===== config.mk =====
export PLATFORM = sky130hd
export DESIGN_NAME = h264_rtp_payload_packetizer
export DESIGN_NICKNAME = d
export VERILOG_FILES = /design/src/hw/rtl/h264rtp_pkg.sv /design/src/hw/rtl/h264rtp_fmt.sv /design/src/hw/rtl/h264_rtp_payload_packetizer.sv
export SDC_FILE = /design/constraint.sdc
export NUM_CORES = 1
export LEC_CHECK = 0
export BUFFER_PORTS_ARGS = -buffer_cell sky130_fd_sc_hd__buf_2
export CAP_MARGIN = 20
export CORE_MARGIN = 2
export CORE_UTILIZATION = 35
export DETAILED_ROUTE_END_ITERATION = 16
export PLACE_DENSITY = 0.56
export SYNTH_ARGS = -nofsm -noshare
export SYNTH_HDL_FRONTEND = slang
export SYNTH_SLANG_ARGS = --single-unit

===== constraint.sdc =====
create_clock -name clk_i -period 8.7 [get_ports clk_i]
set_clock_uncertainty 0.05 [all_clocks]
set_input_delay 1.305 -clock clk_i [delete_from_list [all_inputs] [get_ports clk_i]]
set_output_delay 1.305 -clock clk_i [all_outputs]
set_load 0.02 [all_outputs]

===== src/hw/rtl/h264rtp_pkg.sv =====
// ----------------------------------------------------------------------------
// h264rtp_pkg
// Shared types and constants of the H.264 RTP payload packetizer.
// ----------------------------------------------------------------------------
package h264rtp_pkg;

  localparam int unsigned LENGTH_BITS_DEF = 24;
  localparam int unsigned RESULTS_MAX     = 4;
  localparam int unsigned CNT_W           = $clog2(RESULTS_MAX + 1);
  localparam int unsigned CFG_INDEX_W     = 8;
  localparam int unsigned CFG_DATA_W      = 16;

  // Register indexes of the configuration port.
  localparam logic [CFG_INDEX_W-1:0] CFG_MAX_PAYLOAD = 8'd0;
  localparam logic [CFG_INDEX_W-1:0] CFG_STAP_EN     = 8'd1;

  localparam logic [15:0] MAX_PAYLOAD_RESET = 16'd1400;
  localparam logic        STAP_EN_RESET     = 1'b1;

  // Packing modes.
  localparam logic [1:0] MODE_IDLE   = 2'd0;
  localparam logic [1:0] MODE_STAP   = 2'd1;
  localparam logic [1:0] MODE_SINGLE = 2'd2;
  localparam logic [1:0] MODE_FU     = 2'd3;

  localparam logic [4:0] STAP_A_TYPE = 5'd24;
  localparam logic [4:0] FU_A_TYPE   = 5'd28;

  typedef struct packed {
    logic [7:0] data;
    logic       first;
    logic       pkt_end;
    logic       mark;
  } result_t;

  // Per-unit packing state, apart from the byte position.
  typedef struct packed {
    logic [15:0] fill;
    logic [7:0]  hdr;
    logic [1:0]  mode;
    logic        first_frag;
  } pack_state_t;

  localparam pack_state_t PACK_STATE_RESET = '{
    fill:       16'd0,
    hdr:        8'd0,
    mode:       MODE_IDLE,
    first_frag: 1'b1
  };

endpackage


===== src/hw/rtl/h264rtp_fmt.sv =====
// ----------------------------------------------------------------------------
// h264rtp_fmt
// Builds the payload bytes caused by one NAL byte and the next packing state.
// ----------------------------------------------------------------------------
module h264rtp_fmt #(
  parameter int unsigned LENGTH_BITS = h264rtp_pkg::LENGTH_BITS_DEF
) (
  input  logic [7:0]                                       nal_byte_i,
  input  logic [LENGTH_BITS-1:0]                           nal_length_i,
  input  logic                                             mark_request_i,
  input  logic [LENGTH_BITS-1:0]                           pos_i,
  input  h264rtp_pkg::pack_state_t                         st_i,
  input  logic [15:0]                                      max_size_i,
  input  logic                                             stap_en_i,
  output h264rtp_pkg::result_t [h264rtp_pkg::RESULTS_MAX-1:0] res_o,
  output logic [h264rtp_pkg::CNT_W-1:0]                    cnt_o,
  output logic [LENGTH_BITS-1:0]                           pos_o,
  output h264rtp_pkg::pack_state_t                         st_o
);
  import h264rtp_pkg::*;

  localparam int unsigned W = LENGTH_BITS + 1;

  logic [W-1:0]  pos_ext;
  logic [W-1:0]  len_ext;
  logic [W-1:0]  pos_inc;
  logic          last;
  logic          fits;
  logic [15:0]   frag;
  logic [15:0]   fill_inc;
  logic          fin;
  logic          fu_end;
  logic          end_mark;

  assign pos_ext  = {1'b0, pos_i};
  assign len_ext  = {1'b0, nal_length_i};
  assign pos_inc  = pos_ext + W'(1);
  assign last     = pos_inc >= len_ext;
  assign frag     = (max_size_i >= 16'd3) ? (max_size_i - 16'd2) : 16'd1;
  assign fits     = (max_size_i < 16'd3) || ((len_ext + W'(1)) <= W'(max_size_i));
  assign fill_inc = st_i.fill + 16'd1;
  assign fin      = last || (fill_inc >= frag);
  assign fu_end   = !st_i.first_frag && ((pos_ext + W'(frag)) >= len_ext);
  assign end_mark = last && mark_request_i;

  always_comb begin
    res_o = '0;
    cnt_o = '0;
    st_o  = st_i;
    case (st_i.mode)
      MODE_IDLE: begin
        if (fits) begin
          if (stap_en_i) begin
            st_o.mode = MODE_STAP;
            res_o[0]  = '{data: {nal_byte_i[7:5], STAP_A_TYPE}, first: 1'b1,
                          pkt_end: 1'b0, mark: 1'b0};
            res_o[1]  = '{data: nal_length_i[15:8], first: 1'b0, pkt_end: 1'b0, mark: 1'b0};
            res_o[2]  = '{data: nal_length_i[7:0], first: 1'b0, pkt_end: 1'b0, mark: 1'b0};
            res_o[3]  = '{data: nal_byte_i, first: 1'b0, pkt_end: last, mark: end_mark};
            cnt_o     = CNT_W'(4);
          end else begin
            st_o.mode = MODE_SINGLE;
            res_o[0]  = '{data: nal_byte_i, first: 1'b1, pkt_end: last, mark: end_mark};
            cnt_o     = CNT_W'(1);
          end
        end else begin
          // The NAL header byte is kept for the FU indicator and header.
          st_o.mode       = MODE_FU;
          st_o.hdr        = nal_byte_i;
          st_o.first_frag = 1'b1;
          st_o.fill       = 16'd0;
        end
      end
      MODE_FU: begin
        if (st_i.fill == 16'd0) begin
          res_o[0] = '{data: {st_i.hdr[7:5], FU_A_TYPE}, first: 1'b1,
                       pkt_end: 1'b0, mark: 1'b0};
          res_o[1] = '{data: {st_i.first_frag, fu_end, 1'b0, st_i.hdr[4:0]}, first: 1'b0,
                       pkt_end: 1'b0, mark: 1'b0};
          res_o[2] = '{data: nal_byte_i, first: 1'b0, pkt_end: fin, mark: end_mark};
          cnt_o    = CNT_W'(3);
        end else begin
          res_o[0] = '{data: nal_byte_i, first: 1'b0, pkt_end: fin, mark: end_mark};
          cnt_o    = CNT_W'(1);
        end
        st_o.fill = fin ? 16'd0 : fill_inc;
        if (fin) begin
          st_o.first_frag = 1'b0;
        end
      end
      default: begin
        res_o[0] = '{data: nal_byte_i, first: 1'b0, pkt_end: last, mark: end_mark};
        cnt_o    = CNT_W'(1);
      end
    endcase

    if (last) begin
      st_o.mode       = MODE_IDLE;
      st_o.fill       = 16'd0;
      st_o.first_frag = 1'b1;
      pos_o           = '0;
    end else begin
      pos_o = pos_inc[LENGTH_BITS-1:0];
    end
  end

endmodule


===== src/hw/rtl/h264_rtp_payload_packetizer.sv =====
// ----------------------------------------------------------------------------
// h264_rtp_payload_packetizer
// Cuts H.264 NAL units into RTP payloads: single NAL, STAP-A or FU-A.
//
//  Channel | Direction | Handshake          | Payload
//  --------+-----------+--------------------+----------------------------------
//  in      | input     | in_valid / stall   | nal_byte, nal_length, mark_request
//  out     | output    | out_valid / stall  | payload_byte, packet_first/final,
//          |           |                    | marker_bit, run_last
//  cfg     | input     | cfg_valid / ready  | cfg_index, cfg_data
//
// One NAL byte is taken per cycle unless stalled; each yields zero to four
// payload bytes, sent one per unstalled cycle from a four-entry result shift
// register: four for a STAP-A start, three for an FU-A fragment start, else one.
// An input register holds the next byte while results are still draining.
// Reset clears all control state and loads the register defaults; no sweep.
// A stall on the output backs up through the input register to in_stall_o.
// ----------------------------------------------------------------------------
module h264_rtp_payload_packetizer #(
  parameter int unsigned LENGTH_BITS = h264rtp_pkg::LENGTH_BITS_DEF
) (
  input  logic                               clk_i,
  input  logic                               rst_ni,
  input  logic                               in_valid_i,
  output logic                               in_stall_o,
  input  logic [7:0]                         nal_byte_i,
  input  logic [LENGTH_BITS-1:0]             nal_length_i,
  input  logic                               mark_request_i,
  output logic                               out_valid_o,
  input  logic                               out_stall_i,
  output logic [7:0]                         payload_byte_o,
  output logic                               packet_first_o,
  output logic                               packet_final_o,
  output logic                               marker_bit_o,
  output logic                               run_last_o,
  input  logic                               cfg_valid_i,
  output logic                               cfg_ready_o,
  input  logic [h264rtp_pkg::CFG_INDEX_W-1:0] cfg_index_i,
  input  logic [h264rtp_pkg::CFG_DATA_W-1:0]  cfg_data_i
);
  import h264rtp_pkg::*;

  logic [15:0]             max_size_q;
  logic                    stap_en_q;

  logic                    in_valid_q;
  logic [7:0]              byte_q;
  logic [LENGTH_BITS-1:0]  len_q;
  logic                    mark_q;

  logic [LENGTH_BITS-1:0]  pos_q;
  logic [LENGTH_BITS-1:0]  pos_d;
  pack_state_t             st_q;
  pack_state_t             st_d;

  result_t [RESULTS_MAX-1:0] res_q;
  result_t [RESULTS_MAX-1:0] res_d;
  result_t [RESULTS_MAX-1:0] fmt_res;
  logic [CNT_W-1:0]          cnt_q;
  logic [CNT_W-1:0]          cnt_d;
  logic [CNT_W-1:0]          fmt_cnt;

  logic in_take;
  logic out_take;
  logic move;

  h264rtp_fmt #(
    .LENGTH_BITS(LENGTH_BITS)
  ) u_fmt (
    .nal_byte_i    (byte_q),
    .nal_length_i  (len_q),
    .mark_request_i(mark_q),
    .pos_i         (pos_q),
    .st_i          (st_q),
    .max_size_i    (max_size_q),
    .stap_en_i     (stap_en_q),
    .res_o         (fmt_res),
    .cnt_o         (fmt_cnt),
    .pos_o         (pos_d),
    .st_o          (st_d)
  );

  assign cfg_ready_o = 1'b1;

  assign out_valid_o    = cnt_q != '0;
  assign payload_byte_o = res_q[0].data;
  assign packet_first_o = res_q[0].first;
  assign packet_final_o = res_q[0].pkt_end;
  assign marker_bit_o   = res_q[0].mark;
  assign run_last_o     = cnt_q == CNT_W'(1);

  assign out_take = out_valid_o && !out_stall_i;
  // The buffered byte moves on once the result register is empty or emptying.
  assign move       = in_valid_q && ((cnt_q == '0) || (run_last_o && !out_stall_i));
  assign in_stall_o = in_valid_q && !move;
  assign in_take    = in_valid_i && !in_stall_o;

  always_comb begin
    res_d = res_q;
    cnt_d = cnt_q;
    if (move) begin
      res_d = fmt_res;
      cnt_d = fmt_cnt;
    end else if (out_take) begin
      for (int i = 0; i < RESULTS_MAX - 1; i++) begin
        res_d[i] = res_q[i+1];
      end
      res_d[RESULTS_MAX-1] = '0;
      cnt_d                = cnt_q - CNT_W'(1);
    end
  end

  always_ff @(posedge clk_i or negedge rst_ni) begin
    if (!rst_ni) begin
      max_size_q <= MAX_PAYLOAD_RESET;
      stap_en_q  <= STAP_EN_RESET;
    end else if (cfg_valid_i && cfg_ready_o) begin
      case (cfg_index_i)
        CFG_MAX_PAYLOAD: max_size_q <= cfg_data_i[15:0];
        CFG_STAP_EN:     stap_en_q  <= cfg_data_i[0];
        default: ;
      endcase
    end
  end

  always_ff @(posedge clk_i or negedge rst_ni) begin
    if (!rst_ni) begin
      in_valid_q <= 1'b0;
      cnt_q      <= '0;
      pos_q      <= '0;
      st_q       <= PACK_STATE_RESET;
    end else begin
      cnt_q <= cnt_d;
      if (in_take) begin
        in_valid_q <= 1'b1;
      end else if (move) begin
        in_valid_q <= 1'b0;
      end
      if (move) begin
        pos_q <= pos_d;
        st_q  <= st_d;
      end
    end
  end

  always_ff @(posedge clk_i) begin
    res_q <= res_d;
    if (in_take) begin
      byte_q <= nal_byte_i;
      len_q  <= nal_length_i;
      mark_q <= mark_request_i;
    end
  end

endmodule


# Word level (Yosys, flattened, before mapping)
# Index checks and enable logic that the tools add are counted.
word_totals:
  reg_bits: 149
  input_bits: 62
  out_inout_bits: 15
  elab_cells: 106
classes:
  add_sub_neg: 6
  order_cmp: 6
  n_eq_ne: 5
  muxes: 31
  bitwise_logic: 1
  reduce_logical: 29
ops:
  columns: ["op", "n"]
  rows:
  - ["$mux 44", 3]
  - ["$add 24x1->25 const B", 2]
  - ["$ge 25x24->1", 2]
  - ["$mux 16", 3]
  - ["$mux 24", 2]
  - ["$pmux 22 s2", 1]
  - ["$mux 33", 1]
  - ["$pmux 16 s2", 1]
  - ["$add 24x16->25", 1]
  - ["$le 25x16->1", 1]
  - ["$mux 11", 2]
  - ["$mux 22", 1]
  - ["$pmux 11 s2", 1]
  - ["$add 16x1->16 const B", 1]
  - ["$ge 16x16->1", 1]
  - ["$ge 16x2->1 const B", 1]
  - ["$logic_not 16->1", 1]
  - ["$lt 16x2->1 const B", 1]
  - ["$sub 16x2->16 const B", 1]
  - ["$mux 3", 5]
  - ["$eq 8x1->1 const B", 1]
  - ["$logic_not 8->1", 1]
  - ["$mux 2", 4]
  - ["$mux 8", 1]
  - ["other kinds (19)", 39]

# Depth between registers and ports, before layout
logic_depth:
  ltp_word: 9
  mapped_depth: 28
  depth_no_buf: 27

# By module
# From an unflattened synthesis, not the netlist that was laid out.
unflattened:
  hier_cells: 1269
  hier_area_um2: 11242.0
by_module_without_submodules:
  columns: ["mod", "instances", "cells_per_inst", "area_per_inst_um2", "seq_area_each_um2"]
  rows:
  - ["h264_rtp_payload_packetizer", 1, 493, 5824.3, 4124.0]
  - ["h264rtp_fmt", 1, 776, 5417.7, 0.0]

# Least setup slack after synthesis
# OpenSTA, ideal clock, no wires.
synth_timing:
  kind: "reg-to-reg"
  startpoint: "register max_size_q[4]"
  endpoint: "register res_q[20] (netlist bit), data pin"
  setup_ps: 259
  arrival_ps: 5943
  path_slack_ps: 2448
  stages_incl_launch_ff: 28
  period_less_slack_ps: 6252
  cell_sequence: "dfstp_2 or4_4 or3_1 or3_4 or3_4 nor4_4 clkbuf_1 or2_2 ha_1 inv_1 fa_1 nor2b_1 o21ai_0 a21boi_0 o22ai_1 o21bai_1 a21oi_1 xnor2_1 ha_1 a21o_1 a21o_1 a21o_1 a21oi_1 nor2_1 a311oi_1 a2111oi_0 a221o_1 a211o_1"
synth_lines:
  columns: ["item", "line_no", "source"]
  rows:
  - ["from (decl)", "h264_rtp_payload_packetizer.sv:43", "logic [15:0] max_size_q;"]
  - ["from (signal assigned)", "h264_rtp_payload_packetizer.sv:119", "CFG_MAX_PAYLOAD: max_size_q <= cfg_data_i[15:0];"]
  - ["to (signal assigned)", "h264_rtp_payload_packetizer.sv:147", "res_q <= res_d;"]
  - ["to (decl)", "h264_rtp_payload_packetizer.sv:56", "result_t [RESULTS_MAX-1:0] res_q;"]

==> impl_metrics.env <==
export IMPL_outcome="complete, no violations"
export IMPL_drive_gt1_share_pct=14.3
export IMPL_grt_pass1_vias=8241
export IMPL_synthDistinctLibCells=74
export IMPL_timing_final_ws_setup_ns=1.70
export IMPL_drt_pass1_iterations=6
export IMPL_rrSetupSlack_ns=1.70
export IMPL_cp_arrival_ns=7.14
export IMPL_routabilityCongestion=0.928
export IMPL_min_period_ns=7.00
export IMPL_cp_required_ns=8.84
export IMPL_busiest_layer="met2"
export IMPL_irDropWorstVdd_mv=0.155
export IMPL_synth_top_cells_by_count="140 x nand2_1, 106 x ha_1, 84 x inv_1, 74 x edfxtp_1, 64 x dfrtp_1"
export IMPL_syn_area_um2=10500
export IMPL_antenna_found_initial=0
export IMPL_syn_avg_cell_area_um2=9.34
export IMPL_grt_use_total_pct=19.1
export IMPL_power_mw=3.14
export IMPL_h_tree_depth=4
export IMPL_synth_top_cell_area_share_pct=21.1
export IMPL_fp_row_count=63
export IMPL_pwr_share_comb_pct=40.3
export IMPL_die_area_um2=31500
export IMPL_grt_pass1_wl_mm=46.0
export IMPL_met3_usage_pct=2.81
export IMPL_cp_slowest_cell="nor4_4"
export IMPL_drv_cap=0
export IMPL_crit_path_cell_trace="or4_4 -> or3_1 -> or3_4 -> or3_4 -> nor4_4 -> or2_2 -> inv_1 -> ha_1 -> nor2b_1 -> o21ai_0 -> a21boi_0 -> o22ai_1 -> nand2_1 -> a31o_2 -> a21oi_1 -> xnor2_1 -> ha_1 -> nand4_1 -> nor2_1 -> a221o_1 -> a311oi_1 -> a2111oi_0 -> a221o_1 -> a211o_1"
export IMPL_power_leakage_nw=5.26
export IMPL_drt_iter0_markers=617
export IMPL_postCtsSetupRepairBufs=0
export IMPL_worst_path_buf_inv=1
export IMPL_r2r_start="max_size_q[4]$_DFFE_PN1P_"
export IMPL_fin_nets=1351
export IMPL_die_h_um=177
export IMPL_root_buffer="clkbuf_16"
export IMPL_cts_tree="yes"
export IMPL_critPathLaunch="max_size_q[4]$_DFFE_PN1P_"
export IMPL_cts_hold_buf=0
export IMPL_fill_cells=3030
export IMPL_ios=77
export IMPL_cts_buffer_depth=2
export IMPL_dp_slack_ns=1.76
export IMPL_met2_usage_pct=31.2
export IMPL_synthArstFlopShare_pct=49.3
export IMPL_seq_area_um2=4030
export IMPL_ys_ff_latch=146
export IMPL_route_detailed_vias_per_inst=5.35
export IMPL_antenna_cells=0
export IMPL_die_w_um=177
export IMPL_clk_latency_ns=0.44
export IMPL_vias=8472
export IMPL_yosysTopAreaCell="edfxtp_1"
export IMPL_r2r_end="res_q[20]$_DFFE_PP_"
export IMPL_synth_area_leaders="edfxtp_1 21%, dfrtp_1 15%, ha_1 13%, xnor2_1 5.2%, nand2_1 5.0%"
export IMPL_slew_headroom_pct=35.5
export IMPL_numCtsBuffers=17
export IMPL_hold_viol=0
export IMPL_worst_slew_pin_slew_ns=0.967
export IMPL_cp_start_kind="flop"
export IMPL_synthToLayoutAreaGrowth_pct=12.6
export IMPL_synth_edf_count=74
export IMPL_wl_per_cell_um=18.4
export IMPL_syn_num_nets=1296
export IMPL_p_sw_mw=1.26
export IMPL_multi_input_area_um2=5950
export IMPL_crit_fanout=16
export IMPL_fin_util_pct=40.0
export IMPL_cts_sinks=146
export IMPL_yosysMostFrequentCell="nand2_1"
export IMPL_cts_resized=0
export IMPL_design_core_area_um2=29600
export IMPL_swShare_pct=40.1
export IMPL_ant_nets=0
export IMPL_setup_violations=0
export IMPL_grt_use_met1_pct=25.6
export IMPL_ys_flop_type="edfxtp_1"
export IMPL_drv_slew=0
export IMPL_grt_overflow_total=0
export IMPL_clkPwrFrac_pct=24.5
export IMPL_critical_path_max_stage_delay_ns=0.58
export IMPL_hold_class="flop to flop"
export IMPL_finalCritPeriodShare_pct=80.4
export IMPL_yosys_warnings=0
export IMPL_endpoint="res_q[20]$_DFFE_PP_"
export IMPL_place_detailed_hpwl_mm=22.1
export IMPL_synth_yosys_seq_area_share_pct=38.3
export IMPL_p_int_mw=1.88
export IMPL_io_buffers=75
export IMPL_grt_setup_unrepaired="false"
export IMPL_ff2ff_path_depth=24
export IMPL_power_density_nw_per_um2=265
export IMPL_cp_top_family="simple AND/OR/NAND/NOR gates"
export IMPL_wirelength_mm=29.2
export IMPL_fmax_ghz=0.143
export IMPL_clk_pin_slew_worst_paths_ns=0.07
export IMPL_final_setup_tns_ns=0
export IMPL_pwr_share_seq_pct=35.2
export IMPL_cp_depth=24
export IMPL_drc_errors=0
export IMPL_grt_max_degree=65
export IMPL_start_util_pct=35.5
export IMPL_end_kind="flop"
export IMPL_path_class="flop to flop"
export IMPL_syn_inst=1127
layer usage:
metal	routed length (µm)	up-vias	share of wire [%]
met5	0	-	0
met3	1180	34	4.0
met2	13700	204	47
met1	13500	4055	46
li1	-	4179	-
met4	833	0	2.9
power groups by stage:
stage / sequential (mW) / clock, mW / combinational, mW
after detailed placement: 1.12 / 0 / 1.26
after CTS: 1.11 / 0.784 / 1.26
after global placement: 1.12 / 0 / 1.24
after global routing: 1.12 / 0.810 / 1.41
final: 1.10 / 0.769 / 1.27
after floorplan: 1.06 / 0 / 0.930
logic make-up (layout without fill, tap and decap cells):
| family | Yosys count | count (layout) | share of synthesized area [%] |
|---|---|---|---|
| compound gates | 222 | 222 | 14.3 |
| xor+xnor | 86 | 86 | 7.15 |
| mux | 24 | 24 | 2.42 |
| flops | 146 | 146 | 38.3 |
| other cells | 1 | 1 | 0.0356 |
| buf+inv | 135 | 203 | 5.45 |
| fa+ha+maj | 107 | 107 | 12.8 |
| simple gates | 406 | 406 | 19.5 |
stage by stage:
step / std cells / instance area [µm²] / hold WS, ns
global placement: 1551 / 11200 / 0.438
global route: 1585 / 11900 / 0.476
floorplan: 1127 / 10500 / 0.417
finish: 1585 / 11900 / 0.459
CTS: 1584 / 11800 / 0.458
detailed placement: 1552 / 11200 / 0.444
layout make-up:
cell class              instances  area share [%]
flip-flops and latches        146            34.0
clock buffers                  19            3.83
inverters                      85            2.69
multi-input cells             846            50.2
clock inverters                13            1.24
well taps                     390            4.11
repair buffers                 86            3.95
layout by cell type, fill, tap and decap left out, drive strengths merged, types with 13 or more instances in the layout:
cell type | Yosys | layout
ha | 106 | 106
or2 | 15 | 15
inv | 84 | 89
xor2 | 23 | 23
nor3 | 20 | 20
a21o | 14 | 14
xnor2 | 63 | 63
nor2 | 59 | 59
clkbuf | 35 | 19
a22oi | 13 | 13
o21ai | 65 | 65
edfxtp | 74 | 74
and3 | 18 | 18
dfrtp | 64 | 64
a21oi | 33 | 33
nand3 | 46 | 46
and2 | 18 | 18
nand4 | 26 | 26
buf | 15 | 86
nand2 | 140 | 140
nor4 | 18 | 18
worst min-delay path by stage:
stage / from / end / slack (ns) / cells past startpoint
after global placement: st_q[5]$_DFFE_PN0P_ / st_q[5]$_DFFE_PN0P_ / 0.44 / 1
after detailed placement: st_q[8]$_DFFE_PN0P_ / st_q[8]$_DFFE_PN0P_ / 0.44 / 1
final: st_q[10]$_DFFE_PN0P_ / st_q[10]$_DFFE_PN0P_ / 0.46 / 1
after CTS: st_q[8]$_DFFE_PN0P_ / st_q[8]$_DFFE_PN0P_ / 0.46 / 1
after global routing: st_q[10]$_DFFE_PN0P_ / st_q[10]$_DFFE_PN0P_ / 0.48 / 1
after floorplan: st_q[1]$_DFFE_PN0P_ / st_q[1]$_DFFE_PN0P_ / 0.42 / 2
state kept, by name, indices dropped and copies added (netlist names):
name / flops
in_valid_q: 1
st_q: 27
max_size_q: 16
byte_q: 8
mark_q: 1
payload_byte_o: 8
packet_first_o: 1
cnt_q: 3
pos_q: 24
res_q: 30
stap_en_q: 1
marker_bit_o: 1
packet_final_o: 1
len_q: 24
Power figures use the tool's default switching activity.
